<file path="src/sv/dtc_pkg.sv">
// ----------------------------------------------------------------------------
// dtc_pkg: shared types, constants and helpers of the decimal time clock
// Register codes, seven-segment table, BCD pair increment and the scan
// control bundle passed from the phase accumulator to the time core.
// ----------------------------------------------------------------------------
`timescale 1ns / 1ps

package dtc_pkg;

  localparam int unsigned INC_W   = 16;
  localparam int unsigned ACC_W   = 17;
  localparam int unsigned THR_W   = 8;
  localparam int unsigned CFG_W   = 17;
  localparam int unsigned COUNT_W = 7;

  localparam logic [INC_W-1:0] INC_RESET = 16'd256;
  localparam logic [ACC_W-1:0] MOD_RESET = 17'd86400;
  localparam logic [THR_W-1:0] THR_RESET = 8'd10;

  localparam logic [7:0] SEG_ZERO  = 8'h7E;
  localparam logic [7:0] DP_MASK   = 8'h01;
  localparam logic [7:0] PRESS_MAX = 8'hFF;
  localparam logic [3:0] DIGIT_MAX = 4'd9;

  typedef enum logic [1:0] {
    CFG_PHASE_INC = 2'd0,
    CFG_PHASE_MOD = 2'd1,
    CFG_PRESS_THR = 2'd2
  } cfg_index_t;

  typedef struct packed {
    logic scan;   // this base tick runs a scan step
    logic tick;   // a pending decimal tick is consumed in that step
  } scan_ctl_t;

  typedef struct packed {
    logic [3:0] units;
    logic [3:0] tens;
    logic       carry;
  } bcd_pair_t;

  function automatic logic [7:0] seg_pattern(input logic [3:0] digit);
    logic [7:0] pat;
    case (digit)
      4'd0:    pat = 8'h7E;
      4'd1:    pat = 8'h18;
      4'd2:    pat = 8'hB6;
      4'd3:    pat = 8'hBC;
      4'd4:    pat = 8'hD8;
      4'd5:    pat = 8'hEC;
      4'd6:    pat = 8'hEE;
      4'd7:    pat = 8'h1C;
      4'd8:    pat = 8'hFE;
      4'd9:    pat = 8'hFC;
      default: pat = 8'h00;
    endcase
    return pat;
  endfunction

  // Advance a two-digit decimal pair, flag the wrap from 99 to 00.
  function automatic bcd_pair_t bump_pair(input logic [3:0] units, input logic [3:0] tens);
    bcd_pair_t r;
    r.units = units + 4'd1;
    r.tens  = tens;
    r.carry = 1'b0;
    if (r.units > DIGIT_MAX) begin
      r.units = 4'd0;
      r.tens  = tens + 4'd1;
      if (r.tens > DIGIT_MAX) begin
        r.tens  = 4'd0;
        r.carry = 1'b1;
      end
    end
    return r;
  endfunction

  // Decimal value of a pair, kept to seven bits.
  function automatic logic [COUNT_W-1:0] pair_value(input logic [3:0] units,
                                                     input logic [3:0] tens);
    logic [COUNT_W-1:0] t;
    t = {3'b000, tens};
    return (t << 3) + (t << 1) + {3'b000, units};
  endfunction

endpackage

</file>
<file path="src/sv/decimal_time_clock_display_core.sv">
// ----------------------------------------------------------------------------
// decimal_time_clock_display_core: decimal time clock with 4-digit display scan
// Path: an accepted item passes the input reg, then the result reg.
// Throughput: 1 item per cycle while out_ready holds; the single-pass update sits between the two.
// Reset: synchronous active-low rst_n clears counters, registers config to
// defaults (256, 86400, 10) and sets all digit patterns to zero.
// ----------------------------------------------------------------------------
`timescale 1ns / 1ps

module decimal_time_clock_display_core (
  input  logic                        clk,
  input  logic                        rst_n,
  // input item: one base timer tick with button levels
  input  logic                        in_valid,
  output logic                        in_ready,
  input  logic                        in_button_adv_cent,
  input  logic                        in_button_adv_int,
  // result item
  output logic                        out_valid,
  input  logic                        out_ready,
  output logic                        out_scan_valid,
  output logic [3:0]                  out_digit_enable,
  output logic [7:0]                  out_segment_pattern,
  output logic [dtc_pkg::COUNT_W-1:0] out_interval_count,
  output logic [dtc_pkg::COUNT_W-1:0] out_centival_count,
  // configuration writes
  input  logic                        cfg_valid,
  output logic                        cfg_ready,
  input  logic [1:0]                  cfg_index,
  input  logic [dtc_pkg::CFG_W-1:0]   cfg_data
);

  // Configuration registers.
  logic [dtc_pkg::INC_W-1:0]   phase_inc_r;
  logic [dtc_pkg::ACC_W-1:0]   phase_mod_r;
  logic [dtc_pkg::THR_W-1:0]   press_thr_r;

  // Input stage.
  logic                        s1_valid_r;
  logic                        s1_cent_r;
  logic                        s1_int_r;

  // Result stage.
  logic                        out_valid_r;
  logic                        out_scan_r;
  logic [3:0]                  out_sel_r;
  logic [7:0]                  out_pat_r;
  logic [dtc_pkg::COUNT_W-1:0] out_int_r;
  logic [dtc_pkg::COUNT_W-1:0] out_cent_r;

  logic                        advance;
  dtc_pkg::scan_ctl_t          ctl;
  logic [3:0]                  core_sel;
  logic [7:0]                  core_pat;
  logic [dtc_pkg::COUNT_W-1:0] core_int;
  logic [dtc_pkg::COUNT_W-1:0] core_cent;

  // Move the staged item into the result register whenever that slot is
  // free or being emptied this cycle; the input stage refills behind it.
  assign advance  = s1_valid_r & (~out_valid_r | out_ready);
  assign in_ready = ~s1_valid_r | advance;
  assign cfg_ready = 1'b1;

  always_ff @(posedge clk) begin
    if (!rst_n) begin
      phase_inc_r <= dtc_pkg::INC_RESET;
      phase_mod_r <= dtc_pkg::MOD_RESET;
      press_thr_r <= dtc_pkg::THR_RESET;
    end else if (cfg_valid) begin
      case (dtc_pkg::cfg_index_t'(cfg_index))
        dtc_pkg::CFG_PHASE_INC: phase_inc_r <= cfg_data[dtc_pkg::INC_W-1:0];
        dtc_pkg::CFG_PHASE_MOD: phase_mod_r <= cfg_data[dtc_pkg::ACC_W-1:0];
        dtc_pkg::CFG_PRESS_THR: press_thr_r <= cfg_data[dtc_pkg::THR_W-1:0];
        default: ;  // drop writes beyond the register list
      endcase
    end
  end

  // Hold the accepted item until the update pass takes it.
  always_ff @(posedge clk) begin
    if (!rst_n) begin
      s1_valid_r <= 1'b0;
    end else if (in_ready) begin
      s1_valid_r <= in_valid;
    end
  end

  always_ff @(posedge clk) begin
    if (in_valid && in_ready) begin
      s1_cent_r <= in_button_adv_cent;
      s1_int_r  <= in_button_adv_int;
    end
  end

  // Phase accumulator and prescaler decide whether this tick scans.
  dtc_phase_accum u_phase (
    .clk             (clk),
    .rst_n           (rst_n),
    .en              (advance),
    .phase_increment (phase_inc_r),
    .phase_modulus   (phase_mod_r),
    .ctl             (ctl)
  );

  // Counters, display refresh and button timing.
  dtc_time_core u_core (
    .clk             (clk),
    .rst_n           (rst_n),
    .en              (advance),
    .ctl             (ctl),
    .btn_cent        (s1_cent_r),
    .btn_int         (s1_int_r),
    .press_threshold (press_thr_r),
    .digit_enable    (core_sel),
    .segment_pattern (core_pat),
    .interval_count  (core_int),
    .centival_count  (core_cent)
  );

  // Result register: valid clears when taken unless refilled.
  always_ff @(posedge clk) begin
    if (!rst_n) begin
      out_valid_r <= 1'b0;
    end else if (advance) begin
      out_valid_r <= 1'b1;
    end else if (out_ready) begin
      out_valid_r <= 1'b0;
    end
  end

  always_ff @(posedge clk) begin
    if (advance) begin
      out_scan_r <= ctl.scan;
      out_sel_r  <= core_sel;
      out_pat_r  <= core_pat;
      out_int_r  <= core_int;
      out_cent_r <= core_cent;
    end
  end

  assign out_valid           = out_valid_r;
  assign out_scan_valid      = out_scan_r;
  assign out_digit_enable    = out_sel_r;
  assign out_segment_pattern = out_pat_r;
  assign out_interval_count  = out_int_r;
  assign out_centival_count  = out_cent_r;

`ifndef ASSERT_OFF
  // A scan result selects exactly one digit.
  a_scan_onehot: assert property (@(posedge clk) disable iff (!rst_n)
    (out_valid_r && out_scan_r) |-> $onehot(out_sel_r))
    else $error("scan result does not select exactly one digit");

  // A non-scan result drives a blank select and pattern.
  a_idle_blank: assert property (@(posedge clk) disable iff (!rst_n)
    (out_valid_r && !out_scan_r) |-> (out_sel_r == 4'd0 && out_pat_r == 8'd0))
    else $error("non-scan result carries a digit select or pattern");

  // Counters never leave the decimal range.
  a_count_range: assert property (@(posedge clk) disable iff (!rst_n)
    out_valid_r |-> (out_int_r <= 7'd99 && out_cent_r <= 7'd99))
    else $error("decimal count out of range");

  // The input stalls only when both stages are full and the output waits.
  a_stall_cause: assert property (@(posedge clk) disable iff (!rst_n)
    !in_ready |-> (s1_valid_r && out_valid_r && !out_ready))
    else $error("input stalled without a full pipeline");
`endif

endmodule

</file>
<file path="src/sv/dtc_phase_accum.sv">
// ----------------------------------------------------------------------------
// dtc_phase_accum: fractional phase accumulator and scan prescaler
// Adds the increment each base tick, marks a decimal tick pending on wrap,
// and raises a scan step every 16th base tick.
// ----------------------------------------------------------------------------
`timescale 1ns / 1ps

module dtc_phase_accum (
  input  logic                      clk,
  input  logic                      rst_n,
  input  logic                      en,
  input  logic [dtc_pkg::INC_W-1:0] phase_increment,
  input  logic [dtc_pkg::ACC_W-1:0] phase_modulus,
  output dtc_pkg::scan_ctl_t        ctl
);

  logic [dtc_pkg::ACC_W-1:0] accum_r, accum_nxt;
  logic                      pending_r, pending_nxt;
  logic [3:0]                prescale_r, prescale_nxt;
  logic [dtc_pkg::ACC_W:0]   sum;
  logic [dtc_pkg::ACC_W:0]   diff;
  logic                      wrap;
  logic                      pending_set;

  always_comb begin
    sum         = {1'b0, accum_r} + {2'b00, phase_increment};
    diff        = sum - {1'b0, phase_modulus};
    wrap        = (sum >= {1'b0, phase_modulus});
    accum_nxt   = wrap ? diff[dtc_pkg::ACC_W-1:0] : sum[dtc_pkg::ACC_W-1:0];
    pending_set = pending_r | wrap;
    prescale_nxt = prescale_r + 4'd1;
    ctl.scan    = (prescale_nxt == 4'd0);
    ctl.tick    = ctl.scan & pending_set;
    pending_nxt = ctl.scan ? 1'b0 : pending_set;
  end

  always_ff @(posedge clk) begin
    if (!rst_n) begin
      accum_r    <= '0;
      pending_r  <= 1'b0;
      prescale_r <= 4'd0;
    end else if (en) begin
      accum_r    <= accum_nxt;
      pending_r  <= pending_nxt;
      prescale_r <= prescale_nxt;
    end
  end

endmodule

</file>
<file path="src/sv/dtc_time_core.sv">
// ----------------------------------------------------------------------------
// dtc_time_core: decimal counters, display scan and button timing
// Runs one scan step per strobe: tick cascade, digit refresh, then buttons.
// ----------------------------------------------------------------------------
`timescale 1ns / 1ps

module dtc_time_core (
  input  logic                        clk,
  input  logic                        rst_n,
  input  logic                        en,
  input  dtc_pkg::scan_ctl_t          ctl,
  input  logic                        btn_cent,
  input  logic                        btn_int,
  input  logic [dtc_pkg::THR_W-1:0]   press_threshold,
  output logic [3:0]                  digit_enable,
  output logic [7:0]                  segment_pattern,
  output logic [dtc_pkg::COUNT_W-1:0] interval_count,
  output logic [dtc_pkg::COUNT_W-1:0] centival_count
);

  logic [3:0] tick_units_r, tick_units_nxt;
  logic [3:0] tick_tens_r, tick_tens_nxt;
  logic [3:0] cent_units_r, cent_units_nxt;
  logic [3:0] cent_tens_r, cent_tens_nxt;
  logic [3:0] int_units_r, int_units_nxt;
  logic [3:0] int_tens_r, int_tens_nxt;
  logic [7:0] pat_r [4];
  logic [7:0] pat_nxt [4];
  logic [1:0] scan_idx_r, scan_idx_nxt;
  logic [7:0] press_cent_r, press_cent_nxt;
  logic [7:0] press_int_r, press_int_nxt;
  dtc_pkg::bcd_pair_t tick_b, cent_b, int_b;

  always_comb begin
    tick_units_nxt = tick_units_r;
    tick_tens_nxt  = tick_tens_r;
    cent_units_nxt = cent_units_r;
    cent_tens_nxt  = cent_tens_r;
    int_units_nxt  = int_units_r;
    int_tens_nxt   = int_tens_r;
    pat_nxt        = pat_r;
    scan_idx_nxt   = scan_idx_r;
    press_cent_nxt = press_cent_r;
    press_int_nxt  = press_int_r;
    digit_enable   = 4'd0;
    segment_pattern = 8'd0;
    tick_b = dtc_pkg::bump_pair(tick_units_r, tick_tens_r);
    cent_b = '0;
    int_b  = '0;

    if (ctl.scan) begin
      // Tick cascade: ticks, then centivals, then intervals.
      if (ctl.tick) begin
        tick_units_nxt = tick_b.units;
        tick_tens_nxt  = tick_b.tens;
        if (tick_units_r == dtc_pkg::DIGIT_MAX || tick_units_r > dtc_pkg::DIGIT_MAX) begin
          pat_nxt[1] = pat_nxt[1] ^ dtc_pkg::DP_MASK;
          pat_nxt[2] = pat_nxt[2] ^ dtc_pkg::DP_MASK;
        end
        if (tick_b.carry) begin
          cent_b = dtc_pkg::bump_pair(cent_units_nxt, cent_tens_nxt);
          cent_units_nxt = cent_b.units;
          cent_tens_nxt  = cent_b.tens;
          pat_nxt[3] = dtc_pkg::seg_pattern(cent_b.units);
          pat_nxt[2] = dtc_pkg::seg_pattern(cent_b.tens);
          if (cent_b.carry) begin
            int_b = dtc_pkg::bump_pair(int_units_nxt, int_tens_nxt);
            int_units_nxt = int_b.units;
            int_tens_nxt  = int_b.tens;
            pat_nxt[1] = dtc_pkg::seg_pattern(int_b.units);
            pat_nxt[0] = dtc_pkg::seg_pattern(int_b.tens);
          end
        end
      end

      // Display refresh sees the patterns after the cascade.
      scan_idx_nxt    = scan_idx_r + 2'd1;
      digit_enable    = 4'b0001 << scan_idx_nxt;
      segment_pattern = pat_nxt[scan_idx_nxt];

      // Centival button; no carry into intervals from here.
      if (btn_cent) begin
        if (press_cent_r > press_threshold) begin
          cent_b = dtc_pkg::bump_pair(cent_units_nxt, cent_tens_nxt);
          cent_units_nxt = cent_b.units;
          cent_tens_nxt  = cent_b.tens;
          pat_nxt[3] = dtc_pkg::seg_pattern(cent_b.units);
          pat_nxt[2] = dtc_pkg::seg_pattern(cent_b.tens);
        end
        press_cent_nxt = 8'd0;
      end else if (press_cent_r != dtc_pkg::PRESS_MAX) begin
        press_cent_nxt = press_cent_r + 8'd1;
      end

      // Interval button.
      if (btn_int) begin
        if (press_int_r > press_threshold) begin
          int_b = dtc_pkg::bump_pair(int_units_nxt, int_tens_nxt);
          int_units_nxt = int_b.units;
          int_tens_nxt  = int_b.tens;
          pat_nxt[1] = dtc_pkg::seg_pattern(int_b.units);
          pat_nxt[0] = dtc_pkg::seg_pattern(int_b.tens);
        end
        press_int_nxt = 8'd0;
      end else if (press_int_r != dtc_pkg::PRESS_MAX) begin
        press_int_nxt = press_int_r + 8'd1;
      end
    end

    interval_count = dtc_pkg::pair_value(int_units_nxt, int_tens_nxt);
    centival_count = dtc_pkg::pair_value(cent_units_nxt, cent_tens_nxt);
  end

  always_ff @(posedge clk) begin
    if (!rst_n) begin
      tick_units_r <= 4'd0;
      tick_tens_r  <= 4'd0;
      cent_units_r <= 4'd0;
      cent_tens_r  <= 4'd0;
      int_units_r  <= 4'd0;
      int_tens_r   <= 4'd0;
      pat_r[0]     <= dtc_pkg::SEG_ZERO;
      pat_r[1]     <= dtc_pkg::SEG_ZERO;
      pat_r[2]     <= dtc_pkg::SEG_ZERO;
      pat_r[3]     <= dtc_pkg::SEG_ZERO;
      scan_idx_r   <= 2'd0;
      press_cent_r <= 8'd0;
      press_int_r  <= 8'd0;
    end else if (en) begin
      tick_units_r <= tick_units_nxt;
      tick_tens_r  <= tick_tens_nxt;
      cent_units_r <= cent_units_nxt;
      cent_tens_r  <= cent_tens_nxt;
      int_units_r  <= int_units_nxt;
      int_tens_r   <= int_tens_nxt;
      pat_r        <= pat_nxt;
      scan_idx_r   <= scan_idx_nxt;
      press_cent_r <= press_cent_nxt;
      press_int_r  <= press_int_nxt;
    end
  end

endmodule
</file>
<file path="config.mk">
export PLATFORM = sky130hd
export DESIGN_NAME = decimal_time_clock_display_core
export DESIGN_NICKNAME = d
export VERILOG_FILES = /design/src/sv/dtc_pkg.sv /design/src/sv/decimal_time_clock_display_core.sv /design/src/sv/dtc_phase_accum.sv /design/src/sv/dtc_time_core.sv
export SDC_FILE = /design/constraint.sdc
export NUM_CORES = 1
export LEC_CHECK = 0
export ABC_AREA = 1
export BUFFER_PORTS_ARGS = -buffer_cell sky130_fd_sc_hd__buf_2
export CORE_UTILIZATION = 44
export DETAILED_ROUTE_END_ITERATION = 16
export GPL_TIMING_DRIVEN = 0
export PLACE_DENSITY = 0.7
export SYNTH_ARGS = -nofsm -noshare
export SYNTH_HDL_FRONTEND = slang
export SYNTH_SLANG_ARGS = --single-unit
</file>
<file path="constraint.sdc">
create_clock -name clk -period 13.5 [get_ports clk]
set_clock_uncertainty 0.2 [all_clocks]
set_input_delay 1.35 -clock clk [delete_from_list [all_inputs] [get_ports clk]]
set_output_delay 1.35 -clock clk [all_outputs]
set_load 0.005 [all_outputs]
</file>
==> metrics.cfg, run 1 <==
[run_status]
outcome = finished, final reports clean

[worst_hold_path]
hp-class = reg -> reg
holdCritStartpoint = u_core.pat_r[24]$_SDFFE_PN0P_

[clocking]
tritoncts = done
ctsLongestPathBuffers = 2
cts_max_level = 4
root_buffer = clkbuf_16
cts-resized-gates = 0
cts_hold_buf = 0
cts_inserted_buffers = 17
worstSkewPairLatency_ns = 0.46
clkTransAtPathRegs_ns = 0.07
cts_setup_buffers = 0
cts.sinks = 168

[critical_path]
rr_startpoint = phase_inc_r[0]$_SDFFE_PN0P_
worstPathArrival_ns = 7.26
slowest_stage = fa_1
cp-start-kind = flip-flop
cp_common_cell = nand2_1
max_stage_delay_ns = 0.60
cp-end-kind = flip-flop
path_max_fanout = 10
crit_type = reg -> reg
crit_required_ns = 13.50
setup.worst_path.start = phase_inc_r[0]$_SDFFE_PN0P_

[floorplan]
die-area_um2 = 30600
core_area_um2 = 29100
pin_count = 56
dieWidth_um = 175
die_h_um = 175
row_count = 62
start_util_pct = 45.2

[place]
place.gp.congestion = 0.924
portBuffers = 54
place_hpwl_mm = 28.4

[route]
drtAntennaViolNets = 0
drc = 0
finalWirelength_mm = 37.2
drtPass1Iterations = 6
via_count = 12900
wl_per_cell_um = 15.8
drt-initial-drc-count = 1097
viasPerCell = 5.47

[synth]
syn_avg_cell_area_um2 = 7.00
synth-compound-area-share_pct = 19.3
synth_fp_nets = 2048
yosysUniqueCellTypes = 65
synth_top_family_by_area = simple AND/OR/NAND/NOR gates
netlist_area_um2 = 13200
seq_area_frac_synth_pct = 27.8
synthXorXnorAreaFrac_pct = 2.52
ys_warn_count = 0
synthMuxAreaShare_pct = 0.152
synth_simple_gate_area_share_pct = 27.2
synthAdderAreaFrac_pct = 13.7
synth_cells = 1881
ys_ff_latch = 168

[timing]
rsz0062_at_grt = false
tightest_slew_ns = 0.952
report.final.slew_viol_count = 0
setup_violations = 0
relSlewSlack_pct = 36.5
whs_ns = 0.241
period_share_pct = 53.8
tns_ns = 0
period_needed_ns = 7.27
fmax_mhz = 138
finalHoldViolCount = 0

[grt]
grt_max_degree = 37
overflow = 0
busiest_layer = met2
use_met2_pct = 42.4
grt_pass1_wl_mm = 60.3
track_usage_pct = 24.8
use_met1_pct = 31.5
use_met3_pct = 3.76
antenna_found_initial = 0
grt_pass1_vias = 12000

[final_layout]
final_cell_mix = nand2_1 (405), inv_1 (222), a21oi_1 (188)
nets = 2121
diodes = 0
final_common_cell = nand2_1
synthToLayoutAreaGrowth_pct = 10.5
layout-drive-gt1-share_pct = 11.6
utilization_pct = 50.0

[power_and_ir_drop]
cellPowerDensity_nw_per_um2 = 94.4
power.leakage_uw = 0.00696
irDropWorstVdd_mv = 0.0742

[job]
max_cap_violations = 0

[kinds of logic (layout without fill, tap and decap cells)]
family / Yosys count / after routing
buf+inv: 310 / 396
fa+ha+maj: 141 / 141
mux: 2 / 2
flops: 168 / 168
other cells: 1 / 1
compound gates: 453 / 453
xor+xnor: 37 / 37
simple gates: 769 / 769
[state kept, by name, indices dropped and copies added, names as in the netlist, 8 cells and up]
register,cells
phase_mod_r,17
u_phase.accum_r,17
out_segment_pattern,8
u_core.press_cent_r,8
press_thr_r,8
u_core.press_int_r,8
u_core.pat_r,32
phase_inc_r,16
[worst max-delay path: cells and delay by family, from the launching register on]
kind            cells  cell delay [ns]
compound gates      5             0.78
xor+xnor            2             0.35
fa+ha+maj           6             2.35
buf+inv             3             0.34
flops               1             0.33
simple gates       23             2.68
[where the power goes]
part	internal [uW]	leakage (uW)	switching, uW
Combinational	101	0.00525	199
Sequential	528	0.00141	11.0
Clock	292	0.000303	242
Total	921	0.00696	452
[synth_stat cells (all sizes together)]
library cell  instances  area, um2
a21oi               191        967
edfxtp               29        871
o21bai                5       37.5
a221o                 3       30.0
clkbuf               41        154
or2                  18        113
mux2i                 2       20.0
o221ai                4       35.0
o31ai                 2       15.0
a221oi                1       8.76
a211oi                8       60.1
o32ai                 4       35.0
xor2                 24        210
o211ai               28        215
nor2                141        598
buf                  20        123
nand3b                6       57.6
or4                   1       7.51
o21ai               173        900
nor3b                 2       15.0
nor3                 14       75.1
a211o                 2       17.5
o22ai                 6       37.5
nor4                  2       12.5
a31oi                15       93.8
dfxtp               139       2780
nand2               459       1960
o311ai                1       8.76
inv                 248        933
a32o                  1       10.0
conb                  1       3.75
fa                    6        120
xnor2                13        121
o21a                  3       22.5
nand3               107        613
nand4                19        134
a21o                  3       22.5
clkinv                1       3.75
o2111ai               3       26.3
ha                  135       1690
[final cells by class]
cell class                      instances  area [um2]
Clock buffer                           18         450
Tap cell                              384         480
Timing Repair Buffer                   54         270
Inverter                              249         937
Sequential cell                       168        3650
Fill cell                            2877       14500
Buffer                                 61         278
Multi-Input combinational cell       1403        8290
Clock inverter                         14         183
[routing by layer]
metal  wire, um  share of wire (%)
met3       2150                5.8
met5          0                  0
met4       1020                2.7
met1      16600                 45
met2      17500                 47
[worst paths after layout]
path	slack, ns	endpoint	cells past startpoint
setup reg to reg	6.23	out_centival_count[6]$_DFFE_PP_	39
hold / removal	0.24	u_core.pat_r[24]$_SDFFE_PN0P_	2
setup / recovery	6.23	out_centival_count[6]$_DFFE_PP_	39
hold reg to reg	0.24	u_core.pat_r[24]$_SDFFE_PN0P_	2
[stage by stage]
| step | setup slack, ns | std cells | cell area [um2] | total power (uW) |
|---|---|---|---|---|
| final | 6.23 | 2351 | 14500 | 1370 |
| after global routing | 5.66 | 2351 | 14500 | 1440 |
| after CTS | 6.27 | 2351 | 14500 | 1370 |
| after detailed placement | 6.30 | 2319 | 13900 | 845 |
| after global placement | 6.37 | 2319 | 13900 | 837 |
| after floorplan | 7.26 | 1881 | 13200 | 770 |
No activity file was read; power rests on OpenSTA's default activity.
==> run 2: changes to the inputs <==
Settings changed: PLACE_DENSITY 0.7 to 0.72.
Clock period 13.5 ns to 6.5 ns, I/O delays scaled along.
==> run 2 against run 1 <==
Sequential cell count is the same; global-route usage grew 0.16 points; cell count grew 2.0%; hold slack lost 0.062 ns; clock power grew 100%; sequential power grew 110%; utilization grew 2.4 points; die area is the same; non-clock buffer count grew 46; routed wire length grew 4.3%; critical path depth grew 1; critical path type unchanged; critical endpoint is now out_interval_count[6]$_DFFE_PP_; largest power group unchanged.
==> metrics.cfg, run 2 (synthesis results as in run 1) <==
[critical_path]
cp_common_cell = nand2_2
rr_worst_depth = 40  ; +2.6%
ff2ff_setup_slack_ns = 0.18  ; -6.05 ns
crit_type = reg -> reg
path_buf_inv = 6  ; +3
crit_cells = 40  ; +2.6%
cp-start-kind = flip-flop
cp-end-kind = flip-flop
path_max_fanout = 7  ; -3
setup.worst_path.start = u_phase.accum_r[7]$_SDFFE_PN0P_
worstPathArrival_ns = 6.32  ; -0.94 ns
rr_startpoint = u_phase.accum_r[7]$_SDFFE_PN0P_
max_stage_delay_ns = 0.54  ; -0.06 ns
path_delay_family = simple AND/OR/NAND/NOR gates
slowest_stage = fa_1
crit_required_ns = 6.50  ; -7.00 ns

[floorplan]
row_count = 62  ; unchanged
die_h_um = 175  ; unchanged
core_area_um2 = 29100  ; unchanged
dieWidth_um = 175  ; unchanged
die-area_um2 = 30600  ; unchanged
start_util_pct = 45.2  ; unchanged
pin_count = 56  ; unchanged

[timing]
finalHoldViolCount = 0  ; unchanged
report.final.slew_viol_count = 0  ; unchanged
period_share_pct = 97.2  ; +43 points
relSlewSlack_pct = 29.3  ; -7.3 points
period_needed_ns = 6.32  ; -0.950 ns
tightest_slew_ns = 1.06  ; +0.109 ns
fmax_mhz = 158  ; +15%
whs_ns = 0.179  ; -0.0622 ns
setup_violations = 0  ; unchanged

[job]
max_cap_violations = 0  ; unchanged

[grt]
grt_max_degree = 37  ; unchanged
antenna_found_initial = 0  ; unchanged
grt_pass1_vias = 12400  ; +3.5%
grt_pass1_wl_mm = 61.3  ; +1.7%
overflow = 0  ; unchanged
track_usage_pct = 24.9  ; +0.16 points

[final_layout]
reg_top3 = u_core.pat_r: 32 flops, phase_mod_r: 17 flops, u_phase.accum_r: 17 flops
nets = 2167  ; +2.2%
final_common_cell = nand2_1
final_cell_mix = nand2_1 (386), inv_1 (219), a21oi_1 (184)
layout-drive-gt1-share_pct = 16.8  ; +5.2 points
diodes = 0  ; unchanged
stdcell_count = 2397  ; +2.0%
fin_area_um2 = 15200  ; +4.8%
nFillCells = 2767  ; -3.8%
synthToLayoutAreaGrowth_pct = 15.8
largest_register_ffs = 32  ; unchanged
top_register = u_core.pat_r

[place]
place_hpwl_mm = 28.5  ; +0.41%
portBuffers = 54  ; unchanged
place.gp.congestion = 0.938  ; +1.5%
dp.cells = 2319  ; unchanged
placed_area_um2 = 13900  ; unchanged

[run_status]
outcome = finished, final reports clean

[clocking]
cts.sinks = 168  ; unchanged
ctsLongestPathBuffers = 2  ; unchanged
cts_max_level = 4  ; unchanged
clkTransAtPathRegs_ns = 0.08  ; about the same
cts_inserted_buffers = 17  ; unchanged
tritoncts = done
worstSkewPairLatency_ns = 0.45  ; about the same
root_buffer = clkbuf_16

[worst_hold_path]
holdCritStartpoint = in_button_adv_cent
hold-path-cell-count = 1  ; -1
hp-class = in -> reg

[route]
drtPass1Iterations = 6  ; unchanged
drtAntennaViolNets = 0  ; unchanged
via_count = 13300  ; +3.2%
viasPerCell = 5.54  ; +1.2%
drc = 0  ; unchanged
finalWirelength_mm = 38.8  ; +4.3%
drt-initial-drc-count = 1284  ; +17%
wl_per_cell_um = 16.2  ; +2.3%

[power_and_ir_drop]
irDropWorstVdd_mv = 0.126  ; +70%
power.leakage_uw = 0.00717  ; +3.0%
cellPowerDensity_nw_per_um2 = 189  ; +100%

## run 2: layout make-up
class	count	area, um2	share of cell area [%]
multi-input combinational	1403	8650	56.7
sequential	168	3660	24.0
inverter	249	950	6.23
timing repair buffer	100	623	4.09
tap	384	480	3.15
clock buffer	17	425	2.79
buffer	61	282	1.85
clock inverter	15	178	1.17
## run 2: layer usage
metal / global-route usage [%] / part of all wire, %
met1: 31.4 / 43
met2: 43.1 / 47
met3: 3.18 / 6.1
met4: 9.86 / 3.7
met5: 0 / 0
## run 2: power by group
group | internal, uW | switching [uW] | total (uW)
logic | 248 | 439 | 687
registers | 1100 | 23.8 | 1120
clock network | 553 | 520 | 1070
## run 2: stage by stage
| stage | worst slack (ns) | utilization (%) | setup TNS [ns] | power (uW) |
|---|---|---|---|---|
| after CTS | 0.00774 | 50.6 | 0 | 2830 |
| after global placement | -0.699 | 47.8 | -2.92 | 1740 |
| after floorplan | 0.256 | - | 0 | 1600 |
| after global routing | -0.111 | 52.4 | -0.351 | 3020 |
| after detailed placement | -0.704 | 47.8 | -3.10 | 1750 |
| final | 0.182 | 52.4 | 0 | 2880 |
## run 2: path summary, 6_finish.rpt
path,endpoint
setup / recovery,out_interval_count[6]$_DFFE_PP_
hold / removal,s1_cent_r$_DFFE_PP_
setup reg to reg,out_interval_count[6]$_DFFE_PP_
hold reg to reg,u_core.pat_r[0]$_SDFFE_PN0P_
## run 2: timing repair
item / in CTS / in global routing
endpoints found under the setup margin: 8 / 8
buffers inserted: 15 / 31
gates resized for setup: 20 / 72
pin swaps: 16 / 46
hold buffers: 0 / 0
